$ cat config.mk
export PLATFORM = sky130hd
export DESIGN_NAME = ipv4_receive_classifier
export DESIGN_NICKNAME = d
export VERILOG_FILES = /design/src/sv/irc_pkg.sv /design/src/sv/irc_ctrl.sv /design/src/sv/irc_datapath.sv /design/src/sv/ipv4_receive_classifier.sv
export SDC_FILE = /design/constraint.sdc
export NUM_CORES = 1
export LEC_CHECK = 0
export BUFFER_PORTS_ARGS = -buffer_cell sky130_fd_sc_hd__clkbuf_2
export CAP_MARGIN = 25
export CORE_UTILIZATION = 61
export DETAILED_ROUTE_END_ITERATION = 16
export HOLD_SLACK_MARGIN = 0.1
export PLACE_DENSITY = 0.77
export SETUP_SLACK_MARGIN = 0.15
export SYNTH_ARGS = -nofsm -noshare
export SYNTH_HDL_FRONTEND = slang
export SYNTH_SLANG_ARGS = --single-unit
$ cat constraint.sdc
create_clock -name clk -period 10.2 [get_ports clk]
set_clock_uncertainty 0.1 [all_clocks]
set_input_delay 1.02 -clock clk [delete_from_list [all_inputs] [get_ports clk]]
set_output_delay 1.02 -clock clk [all_outputs]
set_load 0.01 [all_outputs]
$ cat src/sv/irc_pkg.sv
package irc_pkg;

  localparam int RouteEntriesDefault = 8;
  localparam logic [31:0] ClassMask = 32'hF000_0000;
  localparam logic [31:0] MulticastClass = 32'hE000_0000;

  localparam logic [3:0] V_LOCAL = 4'd0;
  localparam logic [3:0] V_VERSION = 4'd1;
  localparam logic [3:0] V_CHECKSUM = 4'd2;
  localparam logic [3:0] V_SHORT = 4'd3;
  localparam logic [3:0] V_FRAGMENT = 4'd4;
  localparam logic [3:0] V_MULTICAST = 4'd5;
  localparam logic [3:0] V_BROADCAST = 4'd6;
  localparam logic [3:0] V_HOST_UNREACH = 4'd7;
  localparam logic [3:0] V_FORWARD = 4'd8;
  localparam logic [3:0] V_TTL = 4'd9;
  localparam logic [3:0] V_PROTO_UNREACH = 4'd10;

  typedef struct packed {
    logic        mode;
    logic [31:0] header_word;
    logic        last_word;
    logic [15:0] frame_len;
    logic [2:0]  entry_index;
    logic        entry_valid;
    logic [31:0] entry_local_addr;
    logic [31:0] entry_mask;
    logic [31:0] entry_net_addr;
  } in_item_t;

  typedef struct packed {
    logic [3:0]  verdict;
    logic [7:0]  protocol;
    logic [5:0]  header_bytes;
    logic [15:0] payload_len;
    logic [31:0] src_addr;
    logic [31:0] dest_addr;
    logic [2:0]  route_slot;
    logic [7:0]  new_ttl;
    logic [15:0] new_checksum;
  } out_item_t;

  // Controller to datapath.
  typedef struct packed {
    logic take_word;   // capture and sum the input word
    logic write_route; // write a route entry
    logic start_walk;  // pre-check verdict and reset walk
    logic walk_step;   // examine one route entry
    logic finish;      // result taken, clear header state
  } irc_cmd_t;

  // Datapath to controller.
  typedef struct packed {
    logic early_done;  // verdict settled before the walk
    logic walk_done;   // walk has settled the verdict
  } irc_status_t;

endpackage

$ cat src/sv/irc_ctrl.sv
module irc_ctrl (
  input  logic                clk,
  input  logic                rst,
  input  logic                in_valid,
  output logic                in_ready,
  input  logic                in_mode,
  input  logic                in_last,
  output logic                out_valid,
  input  logic                out_ready,
  output irc_pkg::irc_cmd_t   cmd,
  input  irc_pkg::irc_status_t status
);
  import irc_pkg::*;

  localparam logic [1:0] S_IDLE = 2'd0;
  localparam logic [1:0] S_CHECK = 2'd1;
  localparam logic [1:0] S_WALK = 2'd2;
  localparam logic [1:0] S_OUT = 2'd3;

  logic [1:0] state, state_next;
  logic accept;

  assign in_ready = (state == S_IDLE);
  assign out_valid = (state == S_OUT);
  assign accept = in_valid && in_ready;

  always_comb begin
    cmd = '0;
    state_next = state;
    case (state)
      S_IDLE: begin
        if (accept) begin
          if (in_mode) begin
            cmd.write_route = 1'b1;
          end else begin
            cmd.take_word = 1'b1;
            if (in_last) state_next = S_CHECK;
          end
        end
      end
      S_CHECK: begin
        cmd.start_walk = 1'b1;
        state_next = status.early_done ? S_OUT : S_WALK;
      end
      S_WALK: begin
        cmd.walk_step = 1'b1;
        if (status.walk_done) state_next = S_OUT;
      end
      S_OUT: begin
        if (out_ready) begin
          cmd.finish = 1'b1;
          state_next = S_IDLE;
        end
      end
      default: state_next = S_IDLE;
    endcase
  end

  always_ff @(posedge clk) begin
    if (rst) state <= S_IDLE;
    else state <= state_next;
  end

  a_no_accept_busy: assert property (@(posedge clk) disable iff (rst)
    (state != S_IDLE) |-> !in_ready) else $error("input taken while busy");
  a_out_hold: assert property (@(posedge clk) disable iff (rst)
    (out_valid && !out_ready) |=> out_valid) else $error("result dropped");
  a_last_goes_check: assert property (@(posedge clk) disable iff (rst)
    (accept && !in_mode && in_last) |=> (state == S_CHECK))
    else $error("last word did not start classification");
endmodule

$ cat src/sv/irc_datapath.sv
module irc_datapath #(
  parameter int ROUTE_ENTRIES = irc_pkg::RouteEntriesDefault
) (
  input  logic                 clk,
  input  logic                 rst,
  input  logic                 gateway_enable,
  input  irc_pkg::in_item_t    in_item,
  input  irc_pkg::irc_cmd_t    cmd,
  output irc_pkg::irc_status_t status,
  output irc_pkg::out_item_t   out_item
);
  import irc_pkg::*;

  localparam int IW = (ROUTE_ENTRIES > 1) ? $clog2(ROUTE_ENTRIES) : 1;

  logic [3:0]  word_count;
  logic        overrun;
  logic [20:0] running_sum;
  logic [31:0] first_word_fields, flags_word, ttl_proto_sum_word;
  logic [31:0] captured_source, captured_dest;
  logic        len_short;

  logic [ROUTE_ENTRIES-1:0] route_valid;
  logic [31:0] route_local_addr [ROUTE_ENTRIES];
  logic [31:0] route_mask [ROUTE_ENTRIES];
  logic [31:0] route_net_addr [ROUTE_ENTRIES];

  logic [IW:0] walk_idx;
  logic        second_pass;
  logic [3:0]  verdict;
  logic [2:0]  slot;
  logic [7:0]  nttl;
  logic [15:0] nchk;

  // Header field decode.
  logic [3:0]  ihl;
  logic [5:0]  hbytes;
  logic [15:0] total;
  logic [7:0]  ttl, proto;
  logic [16:0] f1;
  logic [15:0] folded;
  logic [3:0]  pre_verdict;
  logic        pre_done;

  assign ihl = first_word_fields[27:24];
  assign hbytes = {ihl, 2'b00};
  assign total = first_word_fields[15:0];
  assign ttl = ttl_proto_sum_word[31:24];
  assign proto = ttl_proto_sum_word[23:16];
  assign f1 = {12'd0, running_sum[20:16]} + {1'b0, running_sum[15:0]};
  assign folded = f1[15:0] + {15'd0, f1[16]};

  always_comb begin
    pre_done = 1'b1;
    pre_verdict = V_LOCAL;
    if (first_word_fields[31:28] != 4'd4) pre_verdict = V_VERSION;
    else if (ihl < 4'd5 || overrun || word_count != ihl || folded != 16'hFFFF)
      pre_verdict = V_CHECKSUM;
    else if (len_short) pre_verdict = V_SHORT;
    else if (flags_word[13]) pre_verdict = V_FRAGMENT;
    else if ((captured_dest & ClassMask) == MulticastClass) pre_verdict = V_MULTICAST;
    else pre_done = 1'b0;
  end
  assign status.early_done = pre_done;

  // One route entry per walk step.
  logic [IW-1:0] ei;
  logic          at_end, ent_ok;
  logic [31:0]   nm;
  assign ei = walk_idx[IW-1:0];
  assign at_end = (walk_idx >= (IW+1)'(ROUTE_ENTRIES));
  assign ent_ok = !at_end && route_valid[ei];
  assign nm = ~route_mask[ei];

  // New checksum: remove old checksum field and 0x100 for the TTL step.
  logic [15:0] s_adj;
  logic [31:0] s32;
  logic [16:0] g1;
  logic [15:0] g2;
  assign s32 = {11'd0, running_sum} - {16'd0, ttl_proto_sum_word[15:0]} - 32'h100;
  assign g1 = {1'b0, s32[15:0]} + {1'b0, s32[31:16]};
  assign g2 = g1[15:0] + {15'd0, g1[16]};
  assign s_adj = g2;

  logic walk_done;
  always_comb begin
    walk_done = 1'b0;
    if (!second_pass) begin
      if (ent_ok && (captured_dest == route_local_addr[ei])) walk_done = 1'b1;
      else if (ent_ok && nm != 32'd0 && (captured_dest & nm) == nm) walk_done = 1'b1;
      else if (!ent_ok && !gateway_enable) walk_done = 1'b1;
    end else begin
      if (!ent_ok) walk_done = 1'b1;
      else if ((captured_dest & route_mask[ei]) == route_net_addr[ei]) walk_done = 1'b1;
    end
  end
  assign status.walk_done = walk_done;

  always_ff @(posedge clk) begin
    if (rst) begin
      route_valid <= '0;
    end else if (cmd.write_route && 32'(in_item.entry_index) < ROUTE_ENTRIES) begin
      route_valid[IW'(in_item.entry_index)] <= in_item.entry_valid;
    end
  end

  always_ff @(posedge clk) begin
    if (cmd.write_route && 32'(in_item.entry_index) < ROUTE_ENTRIES) begin
      route_local_addr[IW'(in_item.entry_index)] <= in_item.entry_local_addr;
      route_mask[IW'(in_item.entry_index)] <= in_item.entry_mask;
      route_net_addr[IW'(in_item.entry_index)] <= in_item.entry_net_addr;
    end
  end

  always_ff @(posedge clk) begin
    if (rst || cmd.finish) begin
      word_count <= '0;
      overrun <= 1'b0;
      running_sum <= '0;
      first_word_fields <= '0;
      flags_word <= '0;
      ttl_proto_sum_word <= '0;
      captured_source <= '0;
      captured_dest <= '0;
    end else if (cmd.take_word) begin
      if (word_count < 4'd15) begin
        case (word_count)
          4'd0: first_word_fields <= in_item.header_word;
          4'd1: flags_word <= in_item.header_word;
          4'd2: ttl_proto_sum_word <= in_item.header_word;
          4'd3: captured_source <= in_item.header_word;
          4'd4: captured_dest <= in_item.header_word;
          default: ;
        endcase
        running_sum <= running_sum + 21'(in_item.header_word[31:16])
                       + 21'(in_item.header_word[15:0]);
        word_count <= word_count + 4'd1;
      end else begin
        overrun <= 1'b1;
      end
    end
  end

  // Frame length compare needs the raw total; take it on the last word.
  always_ff @(posedge clk) begin
    if (cmd.take_word && in_item.last_word) begin
      if (word_count == 4'd0)
        len_short <= in_item.frame_len < in_item.header_word[15:0];
      else
        len_short <= in_item.frame_len < total;
    end
  end

  always_ff @(posedge clk) begin
    if (cmd.start_walk) begin
      verdict <= pre_verdict;
      slot <= '0;
      nttl <= '0;
      nchk <= '0;
      walk_idx <= '0;
      second_pass <= 1'b0;
    end else if (cmd.walk_step) begin
      if (!second_pass) begin
        if (ent_ok && (captured_dest == route_local_addr[ei])) begin
          slot <= 3'(ei);
          verdict <= (proto == 8'd17 || proto == 8'd6 || proto == 8'd1)
                     ? V_LOCAL : V_PROTO_UNREACH;
        end else if (ent_ok && nm != 32'd0 && (captured_dest & nm) == nm) begin
          verdict <= V_BROADCAST;
        end else if (!ent_ok) begin
          if (!gateway_enable) verdict <= V_HOST_UNREACH;
          second_pass <= 1'b1;
          walk_idx <= '0;
        end else begin
          walk_idx <= walk_idx + 1'b1;
        end
      end else begin
        if (!ent_ok) begin
          verdict <= V_HOST_UNREACH;
        end else if ((captured_dest & route_mask[ei]) == route_net_addr[ei]) begin
          slot <= 3'(ei);
          if (ttl <= 8'd1) begin
            verdict <= V_TTL;
          end else begin
            verdict <= V_FORWARD;
            nttl <= ttl - 8'd1;
            nchk <= ~s_adj;
          end
        end else begin
          walk_idx <= walk_idx + 1'b1;
        end
      end
    end
  end

  always_comb begin
    out_item.verdict = verdict;
    out_item.protocol = proto;
    out_item.header_bytes = hbytes;
    out_item.payload_len = (total >= 16'(hbytes)) ? total - 16'(hbytes) : 16'd0;
    out_item.src_addr = captured_source;
    out_item.dest_addr = captured_dest;
    out_item.route_slot = slot;
    out_item.new_ttl = nttl;
    out_item.new_checksum = nchk;
  end

  a_sum_bound: assert property (@(posedge clk) disable iff (rst)
    running_sum <= 21'd1966050) else $error("running sum out of range");
  a_fwd_fields: assert property (@(posedge clk) disable iff (rst)
    (cmd.finish && verdict != V_FORWARD) |-> (nttl == 8'd0 && nchk == 16'd0))
    else $error("forward fields set on non-forward verdict");
  a_clear: assert property (@(posedge clk) disable iff (rst)
    cmd.finish |=> (word_count == 4'd0 && running_sum == 21'd0))
    else $error("header state not cleared");
endmodule

$ cat src/sv/ipv4_receive_classifier.sv
// After the last header word the controller passes through the check state, then
// either straight to the output state or through the route table walk first.
// Throughput: one header word per cycle within a datagram, then one datagram in
// flight at a time until its result is taken. Route writes are taken only while idle.
// Reset (rst, synchronous, active high) clears the gateway enable, the header
// state and all route valid bits.
module ipv4_receive_classifier #(
  parameter int ROUTE_ENTRIES = irc_pkg::RouteEntriesDefault
) (
  input  logic                clk,
  input  logic                rst,
  input  logic                cfg_we,
  input  logic                cfg_wdata,
  input  logic                in_valid,
  output logic                in_ready,
  input  irc_pkg::in_item_t   in_data,
  output logic                out_valid,
  input  logic                out_ready,
  output irc_pkg::out_item_t  out_data
);
  import irc_pkg::*;

  // The single configuration register lets unmatched datagrams be forwarded.
  logic gateway_enable;
  irc_cmd_t cmd;
  irc_status_t status;

  always_ff @(posedge clk) begin
    if (rst) gateway_enable <= 1'b0;
    else if (cfg_we) gateway_enable <= cfg_wdata;
  end

  // The controller sequences word intake, the early checks and the table walk.
  irc_ctrl u_ctrl (
    .clk(clk), .rst(rst),
    .in_valid(in_valid), .in_ready(in_ready),
    .in_mode(in_data.mode), .in_last(in_data.last_word),
    .out_valid(out_valid), .out_ready(out_ready),
    .cmd(cmd), .status(status)
  );

  // The datapath holds the header capture, checksum sum and route table.
  irc_datapath #(.ROUTE_ENTRIES(ROUTE_ENTRIES)) u_dp (
    .clk(clk), .rst(rst), .gateway_enable(gateway_enable),
    .in_item(in_data), .cmd(cmd), .status(status), .out_item(out_data)
  );
endmodule
# Word level (Yosys, flattened, before mapping)
# Memories as Yosys holds them, arrays and structs flattened. A register that Yosys moved wholly into a read port is not among the register bits.
# Cells that the tools add are included.
[classes] addsub=12 order_cmp=10 eq_ne=30 muxes=71 bitwise_logic=6 reduce_logical=34
[op_table] op="$eq 32x32->1" count=3
[op_table] op="$mux 4" count=19
[op_table] op="$and 32x32->32" count=2
[op_table] op="$add 21x16->21" count=2
[op_table] op="$mux 3" count=12
[op_table] op="$add 16x1->16" count=2
[op_table] op="$lt 16x16->1" count=2
[op_table] op="$not 32->32" count=1
[op_table] op="$reduce_bool 32->1" count=1
[op_table] op="$sub 32x9->32 const B" count=1
[op_table] op="$mux 1" count=28
[op_table] op="$sub 21x16->22" count=1
[op_table] op="$add 16x16->17" count=1
[op_table] op="$add 5x16->17" count=1
[op_table] op="$ge 16x6->1" count=1
[op_table] op="$mux 16" count=1
[op_table] op="$ne 16x16->1 const B" count=1
[op_table] op="$not 16->16" count=1
[op_table] op="$sub 16x6->16" count=1
[op_table] op="$reduce_and 3->1" count=5
[op_table] op="$reduce_and 5->1" count=3
[op_table] op="$mux 2" count=7
[op_table] op="$ne 2x2->1 const B" count=6
[op_table] op="$add 4x1->4 const B" count=2
[op_table] op="other kinds (35)" count=59
[totals] register_bits=216 ram_bits=768 input_bits=156 output_inout_bits=127 word_cells=184 memories=3
[memory_table] memory="u_dp.route_local_addr" words=8 width=32 rd=1 rd_ports_with_merged_regs=1 write_ports=1 line_no="irc_datapath.sv:24" source="logic [31:0] route_local_addr [ROUTE_ENTRIES];"
[memory_table] memory="u_dp.route_mask" words=8 width=32 rd=1 rd_ports_with_merged_regs=1 write_ports=1 line_no="irc_datapath.sv:25" source="logic [31:0] route_mask [ROUTE_ENTRIES];"
[memory_table] memory="u_dp.route_net_addr" words=8 width=32 rd=1 rd_ports_with_merged_regs=1 write_ports=1 line_no="irc_datapath.sv:26" source="logic [31:0] route_net_addr [ROUTE_ENTRIES];"

# Logic depth before layout (Yosys ltp)
# Gate-level depths: netlist of the first run.
[depth] ltp_word=11 mapped_depth=37 mapped_depth_nobuf=37

# Cells and area by module
# Synthesis of the first run repeated with hierarchy kept, for this count alone.
[hier_totals] hier_cells=2922 area_unflattened_um2=42836.1
[by_module_without_submodules] module="irc_datapath" n_inst=1 cells_each=2891 area_per_inst_um2=42550.8 seq_area_each_um2=27015.9
[by_module_without_submodules] module="irc_ctrl" n_inst=1 cells_each=28 area_per_inst_um2=251.5 seq_area_each_um2=40.0
[by_module_without_submodules] module="ipv4_receive_classifier" n_inst=1 cells_each=3 area_per_inst_um2=33.8 seq_area_each_um2=20.0

# Worst setup path after synthesis of the first run
# Ideal clock, no wire load.
[synth_path] path_type="input -> register" start="input port in_data[97] (netlist bit)" end="register u_dp.route_valid[0]" setup_time_ns=0.128 arrival_ns=8.544 required_time_ns=9.972 setup_slack_ns=1.428 cell_stages=4 n_path_buf=0 cell_sequence="nand4b_1 > nor3_1 > mux2i_1 > nor2_1"
[synth_between] elab_chain_len=5 word_cells_on_any_way=6 classes_between="order compare: 2; mux: 3; reduce/logical: 1"
[synth_lines] element="from (decl)" line_no="ipv4_receive_classifier.sv:16" source="input irc_pkg::in_item_t in_data,"
[synth_lines] element="$lt 3x4->1 (implied by the code) / $ge 3x1->1 (equally long branches)" line_no="irc_datapath.sv:103" source="route_valid[IW'(in_item.entry_index)] <= in_item.entry_valid;"
[synth_lines] element="$logic_and 1x1->1 (implied by the code)" line_no="irc_datapath.sv:103"
[synth_lines] element="$mux 1 (implied by the code)" line_no="irc_datapath.sv:103"
[synth_lines] element="$demux 1 s3 *"
[synth_lines] element="$bwmux 8 *" line_no="irc_datapath.sv:103"
[synth_lines] element="to (signal, indexed assignment)" line_no="irc_datapath.sv:103"
[synth_lines] element="to (decl)" line_no="irc_datapath.sv:23" source="logic [ROUTE_ENTRIES-1:0] route_valid;"
# Every way passes the cells marked *; elsewhere a longest branch is shown, timed or not.
# A chain may end at the register's enable or synchronous reset.

# Final worst setup path of the first run
[layout_path] start="register u_dp.running_sum[0]" end="register u_dp.nchk[12]"
[layout_between] elab_chain_len=5
[layout_lines] element="from (decl)" line_no="irc_datapath.sv:18" source="logic [20:0] running_sum;"
[layout_lines] element="from (signal assigned)" line_no="irc_datapath.sv:135" source="running_sum <= running_sum + 21'(in_item.header_word[31:16])"
[layout_lines] element="$sub 21x16->22" line_no="irc_datapath.sv:80" source="assign s32 = {11'd0, running_sum} - {16'd0, ttl_proto_sum_word[15:0]} - 32'h100;"
[layout_lines] element="$sub 32x9->32" line_no="irc_datapath.sv:80"
[layout_lines] element="$add 16x16->17" line_no="irc_datapath.sv:81" source="assign g1 = {1'b0, s32[15:0]} + {1'b0, s32[31:16]};"
[layout_lines] element="$add 16x1->16" line_no="irc_datapath.sv:82" source="assign g2 = g1[15:0] + {15'd0, g1[16]};"
[layout_lines] element="$not 16->16" line_no="irc_datapath.sv:187" source="nchk <= ~s_adj;"
[layout_lines] element="to (signal assigned)" line_no="irc_datapath.sv:187"
[layout_lines] element="to (decl)" line_no="irc_datapath.sv:33" source="logic [15:0] nchk;"
# No other way between the ends.

==> flow_summary.yaml, run 1 <==
status:
  status: "complete, no violations"
sta:
  tightest_slew_ps: 1090
  maxSlewHeadroom_pct: 26.9
  rsz0062_at_grt: "false"
  timing.final.crit_share_pct: 78.0
  fin_tns_setup_ps: 0
  min_period_ps: 7950
  worst_slack_ps: 2250
  finalHoldViolations: 0
  clock.fmax_ghz: 0.126
  setup_viol_count_final: 0
  slew_violations: 0
hold_path:
  min_path_type: "reg -> reg"
  hold_depth: 2
  hold_start: "u_dp.captured_source[26]$_SDFFE_PP0P_"
  hold_end: "u_dp.captured_source[26]$_SDFFE_PP0P_"
setup_path:
  max_stage_delay_ps: 560
  cp_max_fo: 5
  start_kind: "register"
  critPathRequiredTime_ps: 10680
  r2r_cells: 34
  r2r-start: "u_dp.running_sum[0]$_SDFFE_PP0P_"
  cp_num_buf_inv: 2
  crit_slowest_cell: "nor3_1"
  arrival_ps: 8430
  crit_family: "compound AO/OA/AOI/OAI gates"
  crit_top_cell: "ha_1"
  reg2reg_to: "u_dp.nchk[12]$_SDFFE_PP0P_"
  critPathKind: "reg -> reg"
  reg2reg_slack_ps: 2250
  endpoint_kind: "register"
floorplanning:
  die-area_sq_um: 72700
  io-pin-count: 283
  coreArea_sq_um: 70400
  die_h_um: 270
  die_w_um: 270
  rows: 97
  start_util_pct: 62.0
synth:
  async_reset_ff_share_pct: 0
  synthDistinctLibCells: 92
  syn_area_sq_um: 43700
  ys.flop_type: "edfxtp_1"
  ys_ff_latch: 966
  ys_warn_count: 0
  synth-seq-area-share_pct: 62.0
  synth_edf_count: 773
  syn_inst: 3061
  postSynthAreaPerCell_sq_um: 14.3
cts:
  clkLatencyLatePin_ps: 680
  cts_tree: "done"
  postCtsSetupBuffers: 0
  clkSinkCount: 966
  htreeDepth: 3
  post_cts_resized: 0
  clockRootBuffer: "clkbuf_16"
  cts_made_buffers: 96
  cts-hold-fix-buffers: 0
  clockBufferDepth: 3
  clkTransAtPathRegs_ps: 60
drt:
  vias_per_cell: 6.47
  drtIter0Drc: 3307
  ant_nets: 0
  vias: 28200
  drc_errors: 0
  wl_per_cell_um: 27.7
  drt_wl_total_mm: 121
  first_pass_iters: 5
power:
  power.leakage_nw: 16.5
  ir_drop_mv: 0.358
  powerDensity_nw_per_um2: 256
global_route:
  grt-ovfl-total: 0
  grt_max_degree: 140
  gr-usage-all-layers_pct: 33.3
  grt_pass1_wl_mm: 179
  grt_pass1_vias: 28400
  antenna_found_initial: 8
cells_and_area:
  final_common_cell: "edfxtp_1"
  synthToLayoutAreaGrowth_pct: 12.2
  layout-drive-gt1-share_pct: 20.8
  final_cell_count_no_fill: 4359
  final_cell_mix: "edfxtp_1 (773), nand2_1 (372), clkbuf_2 (281)"
  fin_nets: 3618
run:
  drv_cap: 0
placement:
  dp_cells: 4175
  place_hpwl_mm: 80.3
  gp_congestion: 0.958
  portBuffers: 280
  post-place-ws_ps: 2380
## final cells by class
cell class | instances | area [sq um]
well taps | 940 | 1180
diodes | 4 | 10.0
fillers | 4605 | 21400
clock buffers | 129 | 2630
clock inverters | 46 | 588
inverters | 88 | 330
repair buffers | 321 | 1810
flip-flops and latches | 966 | 27100
multi-input cells | 1865 | 15400
## flip-flops by register name, summed over array words and instances (netlist names), 2 cells and up, named ones only
name                     flops
u_ctrl.state                 2
u_dp.first_word_fields      24
u_dp.route_local_addr      256
u_dp.walk_idx                4
u_dp.route_mask            256
u_dp.word_count              4
u_dp.route_net_addr        256
u_dp.captured_source        32
u_dp.running_sum            21
u_dp.ttl_proto_sum_word     32
u_dp.route_valid             8
u_dp.verdict                 4
u_dp.captured_dest          32
u_dp.nchk                   16
u_dp.nttl                    8
u_dp.slot                    3
## kinds of logic (layout without fill, tap and decap cells)
group / Yosys count / after routing / share of synthesized area, %
other cells: 1 / 6 / 0.00859
compound gates: 456 / 456 / 6.70
mux: 326 / 326 / 12.6
xor+xnor: 149 / 149 / 2.99
buf+inv: 231 / 584 / 2.95
fa+ha+maj: 124 / 124 / 3.91
flops: 966 / 966 / 62.0
simple gates: 808 / 808 / 8.85
## power breakdown
group | total (mW) | switching [mW] | internal, mW | leakage, nW
clock network | 3.61 | 1.49 | 2.12 | 1.55
registers | 4.50 | 0.133 | 4.37 | 8.54
logic | 4.45 | 2.61 | 1.84 | 6.45
total | 12.6 | 4.23 | 8.33 | 16.5
## tightest hold or removal path: stages (launching register included)
cell,delay (ps)
dfxtp_1,310
nand2_1,50
a21oi_1,50
## metal layers
metal	part of all wire, %	routed length, um	vias to the layer above	GRT usage, %
li1	-	-	12200	-
met1	36	44000	14100	41.7
met2	50	60500	1545	56.8
met3	8.8	10700	322	6.40
met4	4.7	5660	6	14.5
met5	0.036	43	-	0
## how the worst max path moves through the flow
stage,from,end,slack [ps],cells past startpoint
after floorplan,in_data[97],u_dp.route_valid[0]$_SDFFE_PP0P_,1430,4
after global placement,u_dp.running_sum[0]$_SDFFE_PP0P_,u_dp.nchk[12]$_SDFFE_PP0P_,2480,34
after detailed placement,u_dp.running_sum[0]$_SDFFE_PP0P_,u_dp.nchk[12]$_SDFFE_PP0P_,2380,34
after CTS,u_dp.running_sum[0]$_SDFFE_PP0P_,u_dp.nchk[12]$_SDFFE_PP0P_,2320,34
after global routing,u_dp.running_sum[0]$_SDFFE_PP0P_,u_dp.nchk[12]$_SDFFE_PP0P_,1510,34
final,u_dp.running_sum[0]$_SDFFE_PP0P_,u_dp.nchk[12]$_SDFFE_PP0P_,2250,34
## through the flow
step | util, % | total power [mW] | hold slack [ps] | instance area, sq um
detailed placement | 64.9 | 8.92 | 347 | 45700
finish | 69.6 | 12.6 | 356 | 49000
CTS | 69.5 | 12.5 | 356 | 48900
global placement | 64.8 | 8.85 | 339 | 45600
floorplan | - | 7.87 | 332 | 43700
global route | 69.6 | 13.2 | 369 | 49000
## cell usage after synthesis, types with 9 or more instances
library cell	number	share of area (%)
or2_2	10	0.14
nand2_1	372	3.2
a211oi_2	10	0.29
a22oi_1	19	0.33
nand3_1	62	0.71
buf_4	36	0.62
edfxtp_1	773	53
nor4_1	25	0.36
and3_1	20	0.29
buf_2	18	0.21
mux4_1	9	0.54
mux4_2	165	8.5
nor3_1	42	0.48
mux2_2	22	0.57
buf_6	17	0.44
clkbuf_1	61	0.52
and2_1	13	0.19
dfxtp_1	193	8.8
or3_1	13	0.19
a21o_1	35	0.60
inv_1	86	0.74
nor2b_1	18	0.26
a211oi_1	15	0.26
nand2b_1	25	0.36
a21oi_1	203	2.3
o21ai_0	45	0.52
o211ai_1	14	0.24
o22ai_1	16	0.23
xnor2_1	94	1.9
xor2_1	55	1.1
o21a_1	18	0.31
nor2_1	118	1.0
nand4_1	25	0.36
ha_1	103	3.0
fa_1	21	0.96
o31ai_1	13	0.22
mux2i_1	130	3.0
No activity file was read; power rests on OpenSTA's default activity.
==> run 2, diff against run 1 <==
--- a/config.mk
+++ b/config.mk
@@ -5,12 +5,13 @@
 export SDC_FILE = /design/constraint.sdc
 export NUM_CORES = 1
 export LEC_CHECK = 0
+export ABC_AREA = 1
 export BUFFER_PORTS_ARGS = -buffer_cell sky130_fd_sc_hd__clkbuf_2
 export CAP_MARGIN = 25
-export CORE_UTILIZATION = 61
+export CORE_UTILIZATION = 55
 export DETAILED_ROUTE_END_ITERATION = 16
 export HOLD_SLACK_MARGIN = 0.1
-export PLACE_DENSITY = 0.77
+export PLACE_DENSITY = 0.73
 export SETUP_SLACK_MARGIN = 0.15
 export SYNTH_ARGS = -nofsm -noshare
 export SYNTH_HDL_FRONTEND = slang
==> constraint.sdc (replaced) <==
create_clock -name clk -period 7.3 [get_ports clk]
set_clock_uncertainty 0.1 [all_clocks]
set_input_delay 0.73 -clock clk [delete_from_list [all_inputs] [get_ports clk]]
set_output_delay 0.73 -clock clk [all_outputs]
set_load 0.01 [all_outputs]
==> run 2 against run 1 <==
Effect of this change:
- largest cell class unchanged
- first-iteration DRC count rose by 17%
- count of clock-buffer cells in the layout rose by 10
- routed wire length increased by 8.1%
- critical path type unchanged
- maximum frequency is 21% higher
- critical endpoint unchanged
==> flow_summary.yaml, run 2 <==
synth:
  ys_top_cells_by_count: "nand2_1 (1468), edfxtp_1 (773), inv_1 (591), nand3_1 (563), nor2_1 (387)"
  synth_largest_area_cell: "edfxtp_1"
  synth-seq-area-share_pct: 58.4
  synth.most_common_cell: "nand2_1"
  syn_area_sq_um: 46400
  ys_warn_count: 0
  synth_edf_count: 773
  synthTopCellsByArea: "edfxtp_1 (50%), nand2_1 (12%), dfxtp_1 (8.3%), nand3_1 (6.1%), inv_1 (4.8%)"
  ys_ff_latch: 966
  async_reset_ff_share_pct: 0
  postSynthAreaPerCell_sq_um: 9.14
  ys.flop_type: "edfxtp_1"
  synth.top_cell.area_share_pct: 50.1
  syn_inst: 5072
  synthDistinctLibCells: 58
power:
  powerDensity_nw_per_um2: 371
  finalPower_mw: 19.1
  combPwrFrac_pct: 40.6
  switching_share_pct: 40.5
  clkPwrFrac_pct: 26.2
  p_int_mw: 11.4
  p_seq_share_pct: 33.2
  power.leakage_nw: 22.0
  ir_drop_mv: 0.472
  p_sw_mw: 7.73
cells_and_area:
  fill_cells: 6820
  multi_input_area_sq_um: 15900
  top_regs: "u_dp.route_local_addr x256, u_dp.route_mask x256, u_dp.route_net_addr x256"
  layout-drive-gt1-share_pct: 9.33
  seq_area_sq_um: 27100
  final_cell_mix: "nand2_1 (1467), edfxtp_1 (773), inv_1 (590)"
  fin_nets: 5558
  synthToLayoutAreaGrowth_pct: 11.3
  final_common_cell: "nand2_1"
global_route:
  grt_pass1_wl_mm: 196
  grt_pass1_vias: 33500
  antenna_found_initial: 20
  grt_max_degree: 190
  gr-usage-all-layers_pct: 30.1
  grt-ovfl-total: 0
placement:
  place_hpwl_mm: 83.6
  gp_congestion: 0.970
  portBuffers: 280
sta:
  rsz0062_at_grt: "false"
  maxSlewHeadroom_pct: 27.4
  tightest_slew_ps: 1090
  finalHoldViolations: 0
  fin_tns_setup_ps: 0
  timing.final.crit_share_pct: 90.0
  clock.fmax_ghz: 0.152
  min_period_ps: 6570
  setup_viol_count_final: 0
  whs_ps: 186
  slew_violations: 0
cts:
  cts_made_buffers: 100
  clockRootBuffer: "clkbuf_16"
  clkSinkCount: 966
  clkTransAtPathRegs_ps: 60
  htreeDepth: 3
  cts_tree: "done"
  clkLatencyLatePin_ps: 680
  clockBufferDepth: 3
setup_path:
  crit_slowest_cell: "fa_1"
  max_stage_delay_ps: 460
  arrival_ps: 7030
  critPathKind: "reg -> reg"
  r2r_cells: 39
  critPathRequiredTime_ps: 7770
  endpoint_kind: "register"
  cp_max_fo: 6
  start_kind: "register"
  crit_top_cell: "nor2_1"
floorplanning:
  die_h_um: 292
  rows: 106
  io-pin-count: 283
  coreArea_sq_um: 83600
  start_util_pct: 55.5
  die-area_sq_um: 85500
  die_w_um: 292
status:
  status: "complete, no violations"
drt:
  drc_errors: 0
  wl_per_cell_um: 20.3
  vias: 36100
  vias_per_cell: 5.60
  ant_nets: 0
  drt_wl_total_mm: 131
  drtIter0Drc: 3869
  first_pass_iters: 6
hold_path:
  hold_depth: 3
  min_path_type: "in -> reg"
run:
  drv_cap: 0
==> run 2: changes by cell type in the layout (fill, tap and decap cells not counted), moves of 22 or more <==
cell	delta
mux2_2	-22
nor2_1	+265
mux2i_1	-129
nand2_1	+1095
xnor2_1	-75
a21o_1	-27
mux4_2	-165
nand3_1	+501
o21ai_1	+32
nand2b_1	-25
o21ai_0	+228
inv_1	+504
==> run 2: worst paths after layout <==
check,slack (ps),to,from
worst max-delay path,730,u_dp.nchk[12]$_SDFFE_PP0P_,u_dp.running_sum[0]$_SDFFE_PP0P_
worst min register to register,350,u_dp.slot[0]$_SDFFE_PP0P_,u_dp.slot[0]$_SDFFE_PP0P_
worst max register to register,730,u_dp.nchk[12]$_SDFFE_PP0P_,u_dp.running_sum[0]$_SDFFE_PP0P_
worst min-delay path,190,gateway_enable$_SDFFE_PP0P_,cfg_wdata
==> run 2: through the flow <==
step	utilization, %	instances	cell area, sq um	setup slack, ps
2_1_floorplan	-	5073	46400	1470
3_3_place_gp	57.8	6255	48300	786
3_5_place_dp	57.8	6255	48300	591
4_1_cts	61.7	6440	51500	556
5_1_grt	61.7	6448	51600	152
6_report	61.8	6452	51600	733
==> run 2: layout make-up <==
class	instances	share of cell area [%]
timing repair buffer	321	3.46
clock buffer	139	5.23
multi-input combinational	3292	30.7
clock inverter	46	1.03
antenna	11	0.0533
inverter	597	4.38
sequential	966	52.5
tap	1080	2.62
==> run 2: logic make-up after synthesis <==
kind of cell,synth area share (%)
DFF,58.4
xor gates and xnor gates,1.23
AOI/OAI and AO/OA,6.45
muxes,0.0216
buffers and inverters,7.65
adders and majority gates,3.69
other,0.00809
and+or+nand+nor,22.6
==> run 2: worst max-delay path, delay by kind of cell, from the launching register on <==
family / cells / cell delay, ps
AND/OR/NAND/NOR: 20 / 2730
adder cells (fa/ha/maj): 6 / 1600
AO/OA/AOI/OAI: 7 / 970
XOR/XNOR: 2 / 440
flip-flops: 1 / 330
buffers and inverters: 4 / 290
==> run 2: repair_timing <==
| action | 4_1_cts | 5_1_grt |
|---|---|---|
| gates resized for setup | 0 | 5 |
| hold buffers | 0 | 0 |
| endpoints found under the setup margin | 0 | 3 |
| buffers inserted | 0 | 1 |
==> run 2: layer usage <==
metal	wire length (um)	vias to the layer above	global-route usage (%)	part of all wire (%)
met5	148	-	0	0.11
met4	6080	22	14.0	4.6
met3	12100	298	6.29	9.3
met2	59000	1559	46.6	45
met1	53300	17000	40.9	41
li1	-	17200	-	-
==> run 2: power groups by stage <==
stage               sequential (mW)  clock (mW)  combinational (mW)
finish                         6.35        5.01                7.76
global route                   6.37        5.27                8.62
CTS                            6.34        5.04                7.62
detailed placement             6.46           0                7.57
global placement               6.45           0                7.41
floorplan                      6.35           0                5.75
